`config.mk`:
```
export PLATFORM = sky130hd
export DESIGN_NAME = etb_pipe_ctl
export DESIGN_NICKNAME = d
export VERILOG_FILES = /design/src/rtl/etb_pkg.sv /design/src/rtl/etb_pipe_ctl.sv
export SDC_FILE = /design/constraint.sdc
export NUM_CORES = 1
export LEC_CHECK = 0
export CORE_AREA = 2 2 39 41
export CTS_CLUSTER_DIAMETER = 40
export CTS_CLUSTER_SIZE = 8
export DETAILED_ROUTE_END_ITERATION = 10
export DIE_AREA = 0 0 41 43
export DONT_BUFFER_PORTS = 1
export PLACE_DENSITY = 0.7
export SYNTH_ARGS = -nofsm -noshare
export SYNTH_HDL_FRONTEND = slang
export SYNTH_SLANG_ARGS = --single-unit
```
`constraint.sdc`:
```
create_clock -name clk -period 1.68 [get_ports clk]
set_input_delay 0.084 -clock clk [delete_from_list [all_inputs] [get_ports clk]]
set_output_delay 0.084 -clock clk [all_outputs]
set_load 0.005 [all_outputs]
```
`src/rtl/etb_pkg.sv`:
```
// ============================================================================
// etb_pkg - shared types for the epoch-to-BCD timestamp converter
// Pipeline depth and the control bundle passed from the stage controller.
// ============================================================================
`default_nettype none

package etb_pkg;

    // Number of register stages from input capture to the output register
    localparam int NSTAGE = 16;

    // Per-stage load enables plus the two port-side handshake signals
    typedef struct packed {
        logic [NSTAGE-1:0] load;
        logic              in_ready;
        logic              out_valid;
    } pipe_ctl_t;

endpackage

`default_nettype wire

```
`src/rtl/etb_pipe_ctl.sv`:
```
// ============================================================================
// etb_pipe_ctl - valid tracking and stall control for the converter pipeline
// Each stage loads when it is empty or when some later stage can move.
// ============================================================================
`default_nettype none

module etb_pipe_ctl
(
    input  wire logic              clk,
    input  wire logic              rst_n,
    input  wire logic              in_valid,
    input  wire logic              out_ready,
    output etb_pkg::pipe_ctl_t     ctl
);

    localparam logic [etb_pkg::NSTAGE-1:0] ALL_STAGES = '1;

    logic [etb_pkg::NSTAGE-1:0] valid_reg;
    logic [etb_pkg::NSTAGE-1:0] valid_next;
    logic [etb_pkg::NSTAGE-1:0] room;
    logic                       in_fire;
    logic                       out_fire;

    // A stage may load when the output drains or any stage at or after it is empty
    always_comb
    begin
        for (int i = 0; i < etb_pkg::NSTAGE; i++)
        begin
            room[i] = out_ready || (|(~valid_reg & (ALL_STAGES << i)));
        end
    end

    always_comb
    begin
        valid_next[0] = room[0] ? in_valid : valid_reg[0];
        for (int i = 1; i < etb_pkg::NSTAGE; i++)
        begin
            valid_next[i] = room[i] ? valid_reg[i-1] : valid_reg[i];
        end
    end

    always_ff @(posedge clk or negedge rst_n)
    begin
        if (!rst_n)
        begin
            valid_reg <= '0;
        end
        else
        begin
            valid_reg <= valid_next;
        end
    end

    assign ctl.load      = room;
    assign ctl.in_ready  = room[0];
    assign ctl.out_valid = valid_reg[etb_pkg::NSTAGE-1];

    assign in_fire  = in_valid && room[0];
    assign out_fire = valid_reg[etb_pkg::NSTAGE-1] && out_ready;

    // Backpressure reaches the input only when every stage holds an item
    a_full_when_blocked: assert property (@(posedge clk) disable iff (!rst_n)
        !room[0] |-> (&valid_reg))
        else $error("input blocked while a stage is empty");

    // Items in flight change only through the two ports
    a_count_hold: assert property (@(posedge clk) disable iff (!rst_n)
        (!in_fire && !out_fire) |=>
            ($countones(valid_reg) == $countones($past(valid_reg))))
        else $error("item count changed without a transaction");

    a_count_up: assert property (@(posedge clk) disable iff (!rst_n)
        (in_fire && !out_fire) |=>
            ($countones(valid_reg) == $countones($past(valid_reg)) + 1))
        else $error("accepted item lost or duplicated");

    a_count_down: assert property (@(posedge clk) disable iff (!rst_n)
        (!in_fire && out_fire) |=>
            ($countones(valid_reg) + 1 == $countones($past(valid_reg))))
        else $error("delivered item not retired");

endmodule

`default_nettype wire
```
==> results of run 1 <==
-- metrics by stage --
| step | utilization [%] | setup TNS (ns) | instances | setup slack (ns) |
|---|---|---|---|---|
| final | 62.7 | 0 | 98 | 0.0317 |
| after global routing | 62.7 | -0.134 | 98 | -0.0568 |
| after detailed placement | 54.5 | 0 | 85 | 0.193 |
| after global placement | 54.5 | 0 | 85 | 0.221 |
| after floorplan | - | 0 | 69 | 0.107 |
| after CTS | 62.2 | 0 | 98 | 0.0209 |
-- final cells by class --
type	instances	area, um2
Sequential cell	16	402
Inverter	5	18.8
Fill cell	130	515
Timing Repair Buffer	12	95.1
Tap cell	16	20.0
Clock buffer	3	22.5
Multi-Input combinational cell	46	310
-- kinds of logic (layout without fill, tap and decap cells) --
group                  Yosys count  count (layout)  share of synthesized area, %
AO/OA/AOI/OAI                    8               8                          8.69
buffers and inverters            7              20                          4.60
flip-flops                      16              16                          54.5
AND/OR/NAND/NOR                 38              38                          32.2
-- worst max-delay path, cell delays in order, from the launching register on --
cell and delay [ns]:
dfrtp_1 0.38, nand3_1 0.11, or4_4 0.56, or2_1 0.24
-- path summary, 6_finish.rpt --
check	slack, ns	cells past startpoint	end
hold reg to reg	0.49	1	valid_reg[4]
setup / recovery	0.03	3	ctl[3]
min in group asynchronous	0.29	1	valid_reg[15]
max in group asynchronous	0.89	1	valid_reg[9]
hold / removal	0.09	2	valid_reg[15]
setup reg to reg	0.16	4	valid_reg[1]
-- synth_stat cells, drive strengths merged, types with 2 or more instances --
master	n	area, um2
nor2	2	7.51
buf	2	15.0
dfrtp	16	400
inv	5	18.8
a21o	3	23.8
nor3	2	10.0
nand3	5	25.0
nand2b	5	31.3
nand4	6	43.8
o21bai	3	22.5
or4	3	31.3
nand2	7	26.3
a31o	2	17.5
or2	3	18.8
-- routing by layer --
| layer | wire [um] | vias to the layer above |
|---|---|---|
| met2 | 768 | 16 |
| met4 | 24 | 0 |
| met3 | 76 | 2 |
| li1 | - | 269 |
| met5 | 0 | - |
| met1 | 614 | 282 |
-- layout by cell type (no fill, tap or decap) --
cell | synthesis | routed
a21o_1 | 2 | 2
a21o_2 | 1 | 1
a31o_2 | 2 | 2
and3_1 | 1 | 1
and3b_2 | 1 | 1
and4_2 | 1 | 1
buf_4 | 2 | 10
clkbuf_4 | 0 | 3
dfrtp_1 | 16 | 15
dfrtp_2 | 0 | 1
dlygate4sd3_1 | 0 | 2
inv_1 | 5 | 5
nand2_1 | 7 | 7
nand2b_1 | 5 | 5
nand3_1 | 5 | 4
nand3_2 | 0 | 1
nand4_1 | 5 | 5
nand4_2 | 1 | 1
nand4b_1 | 1 | 1
nor2_1 | 2 | 1
nor2_2 | 0 | 1
nor3_1 | 2 | 2
o21bai_1 | 3 | 3
or2_1 | 1 | 1
or2_2 | 2 | 2
or2b_1 | 1 | 1
or4_4 | 2 | 3
-- what timing repair did --
action,4_1_cts,5_1_grt
pin swaps,1,4
buffers inserted,8,0
resized for setup,2,2
hold buffers,2,0
endpoints found under the hold margin,17,0
setup endpoints to repair,3,5
-- power by group through the flow --
| stage | Combinational [W] | Sequential (W) | Clock (W) |
|---|---|---|---|
| detailed placement | 0.000154 | 0.000498 | 0 |
| global placement | 0.000153 | 0.000496 | 0 |
| floorplan | 0.000123 | 0.000482 | 0 |
| global route | 0.000276 | 0.000475 | 0.000218 |
| finish | 0.000246 | 0.000469 | 0.000189 |
| CTS | 0.000240 | 0.000466 | 0.000199 |
==> results_dict.tcl, run 1 <==
set metrics [dict create \
    status "completed" \
    syn_area_per_cell_um2 10.6 \
    p_int_w 0.000628 \
    sequentialPowerShare_pct 51.9 \
    setup_viol 0 \
    nets 88 \
    slew_viol_final 0 \
    first_global_vias 584 \
    drc_errors 0 \
    synth_cell_types 23 \
    firstDrtPassIters 2 \
    synth-seq-cells 16 \
    total_power_w 0.000904 \
    met2_usage_pct 31.3 \
    netlist_area_um2 734 \
    largest_reg_flops 16 \
    top_usage_layer "met2" \
    core_um2 1380 \
    ys_seq_area_share_pct 54.5 \
    die_x_um 41 \
    io_buffers 0 \
    numCtsBuffers 3 \
    rows 14 \
    p_clk_share_pct 20.9 \
    yosysWarningCount 0 \
    layout-drive-gt1-share_pct 32.9 \
    p_sw_w 0.000276 \
    clock_path_buffers 2 \
    routed_via_density 5.81 \
    start_util_pct 53.1 \
    end_kind "primary output" \
    global_route.usage.met1_pct 22.8 \
    critical_path.max_fanout 3 \
    rsz0062_at_grt "yes" \
    syn_nets 73 \
    design_area_um2 868 \
    p_per_area_nw_per_um2 1040 \
    drtIter0Drc 4 \
    worst_setup_path_start_kind "register" \
    insertion_delay_ns 0.28 \
    synthArstFlopShare_pct 100 \
    hold_start "out_ready" \
    critPathKind "register to primary output" \
    hold_class "primary input to register" \
    io_pins 22 \
    ant_nets 0 \
    maxCapViolCount 0 \
    routed_wirelength_um 1480 \
    hpwl_um 1050 \
    fin_crit_sh_pct 98.1 \
    place_congestion 0.747 \
    leakage_nw 0.370 \
    worstPathArrival_ns 1.56 \
    ir_drop_v 0.000640 \
    synth_cells 69 \
    syn_to_final_growth_pct 18.2 \
    switching_share_pct 30.5 \
    vias 569 \
    finalHoldViolCount 0 \
    cts.sinks 16 \
    min_period_ns 1.65 \
    globalRoute.totalOverflow 0 \
    antenna_found_initial 0 \
    worstMarginPinSlew_ns 0.710 \
    fp.dieH_um 43 \
    cts.root.buffer_cell "clkbuf_4" \
    relSlewSlack_pct 52.5 \
    cp-startpoint "valid_reg[14]" \
    grt_use_total_pct 19.1 \
    cts_tree "yes" \
    max_freq_mhz 607 \
    die-area_um2 1760 \
    combPwrFrac_pct 27.2 \
    grt_pass1_wl_um 2280 \
    synth_enable_flop_cells 0 \
    drt-wirelength-per-cell_um 15.1 \
    h-tree-depth 1 \
    r2r-start "valid_reg[15]" \
    hold_slack_ns 0.0890 \
    critical_path_required_ns 1.60 \
    skew_ns 0.00164 \
    synth_ff_type "dfrtp_1" \
    diodes 0 \
    clk_pin_slew_worst_paths_ns 0.08 \
    placed_area_um2 754 \
    grt_max_degree 17 \
    use_met3_pct 3.66 \
]
(Power assumes the default switching activity.)
==> run 2, diff against run 1 <==
--- a/config.mk
+++ b/config.mk
@@ -5,13 +5,14 @@
 export SDC_FILE = /design/constraint.sdc
 export NUM_CORES = 1
 export LEC_CHECK = 0
-export CORE_AREA = 2 2 39 41
+export ABC_CLOCK_PERIOD_IN_PS = 1680
+export CORE_ASPECT_RATIO = 0.75
+export CORE_MARGIN = 2
+export CORE_UTILIZATION = 28
 export CTS_CLUSTER_DIAMETER = 40
 export CTS_CLUSTER_SIZE = 8
 export DETAILED_ROUTE_END_ITERATION = 10
-export DIE_AREA = 0 0 41 43
 export DONT_BUFFER_PORTS = 1
-export PLACE_DENSITY = 0.7
 export SYNTH_ARGS = -nofsm -noshare
 export SYNTH_HDL_FRONTEND = slang
 export SYNTH_SLANG_ARGS = --single-unit
==> results_dict.tcl, run 2 (synthesis gave the netlist of run 1 again) <==
set metrics [dict create \
    vias 568 \
    die-area_um2 3050 \
    io_pins 22 \
    worst_setup_path_start_kind "register" \
    mostFrequentLayoutCell "dfrtp_1" \
    critPathKind "register to primary output" \
    worstMarginPinSlew_ns 0.710 \
    place_congestion 0.752 \
    setup_ws_ns -0.000839 \
    dr_wl_met2_um 751 \
    grt_max_degree 17 \
    cp_num_buf_inv 0 \
    worstPathArrival_ns 1.60 \
    ant_nets 0 \
    violations "negative setup slack" \
    critical_path.max_fanout 3 \
    crit_chain "nand4_2 > or4_4 > or2_1" \
    slew_viol_final 0 \
    globalRoute.totalOverflow 0 \
    critical_path_required_ns 1.60 \
    clk_pin_slew_worst_paths_ns 0.09 \
    insertion_delay_ns 0.29 \
    drc_errors 0 \
    total_power_w 0.000940 \
    core_um2 2540 \
    min_period_ns 1.68 \
    antenna_found_initial 0 \
    design_area_um2 910 \
    clock_path_buffers 2 \
    largest_reg_flops 16 \
    status "complete, but fails checks" \
    final.setup.tns_ns -0.000839 \
    skew_ns 0.000871 \
    fp.dieH_um 48.4 \
    wl_met3_um 118 \
    ir_drop_v 0.000347 \
    finalHoldViolCount 0 \
    critPathSlowestCell "or4_4" \
    diodes 0 \
    drtIter0Drc 33 \
    fillers 270 \
    rsz0062_at_grt "yes" \
    layout-drive-gt1-share_pct 37.8 \
    cp_top_family "simple AND/OR/NAND/NOR gates" \
    end_kind "primary output" \
    wl_met1_um 845 \
    cts.sinks 16 \
    hpwl_um 1170 \
    fin_crit_sh_pct 100 \
    numCtsBuffers 3 \
    top_layer "met4" \
    io_buffers 0 \
    first_global_vias 564 \
    setup_viol 1 \
    relSlewSlack_pct 52.5 \
    final_cell_mix "dfrtp_1, buf_4, nand2_1" \
    grt_pass1_wl_um 2780 \
    firstDrtPassIters 4 \
    max_freq_mhz 595 \
    fin_util_pct 35.8 \
    slowest_delay_ns 0.55 \
    routed_via_density 4.81 \
    rows 16 \
    die_x_um 63.1 \
    placed_area_um2 779 \
    start_util_pct 28.9 \
    hold_class "primary input to register" \
    nets 88 \
    grt_use_total_pct 12.3 \
    cts.root.buffer_cell "clkbuf_4" \
    h-tree-depth 1 \
    routed_wirelength_um 1760 \
    cts_tree "yes" \
    p_per_area_nw_per_um2 1030 \
    syn_to_final_growth_pct 23.9 \
    maxCapViolCount 0 \
    hold_slack_ns 0.0644 \
    drt-wirelength-per-cell_um 14.9 \
    leakage_nw 0.376 \
]
run 2: timing repair:
action                                 4_1_cts  5_1_grt
setup buffers                                8        0
setup endpoints to repair                    3        8
pin swaps                                    1        1
hold buffers                                 2        0
endpoints found under the hold margin       17        0
gates resized for setup                      3        5
run 2: worst paths after layout:
kind,from,end,slack [ns],cells after the start
max,valid_reg[8],ctl[3],-0.0008,3
min,out_ready,valid_reg[15],0.06,2
max reg2reg,valid_reg[15],valid_reg[0],0.15,4
min reg2reg,valid_reg[3],valid_reg[4],0.50,1
max in group asynchronous,rst_n,valid_reg[9],0.91,1
min in group asynchronous,rst_n,valid_reg[14],0.28,1
run 2: layout make-up:
class | instances | area, um2 | area share (%)
Clock buffer | 3 | 22.5 | 2.48
Inverter | 5 | 18.8 | 2.06
Multi-Input combinational cell | 46 | 325 | 35.8
Sequential cell | 16 | 403 | 44.3
Tap cell | 36 | 45.0 | 4.95
Timing Repair Buffer | 12 | 95.1 | 10.5
run 2: worst register-to-register path, cell delays in order (launching register included):
cell and delay, ns:
dfrtp_1 0.43, and3b_2 0.24, inv_1 0.11, or4_4 0.55, o21bai_1 0.13
run 2: metal layers:
layer / vias up / track usage, %
met2: 18 / 17.0
met4: 0 / 6.67
met1: 273 / 17.0
li1: 272 / -
met3: 5 / 3.72
met5: - / 0
run 2: stage by stage:
step                cells  setup slack [ns]
finish                118         -0.000839
global route          118           -0.0626
CTS                   118           0.00436
detailed placement    105             0.190
global placement      105             0.173
floorplan              69             0.107
run 2: power breakdown:
part           internal [W]  total (W)  switching (W)
logic              0.000117   0.000263       0.000146
clock network     0.0000834   0.000201       0.000118
registers          0.000433   0.000476      0.0000433
total              0.000633   0.000940       0.000307
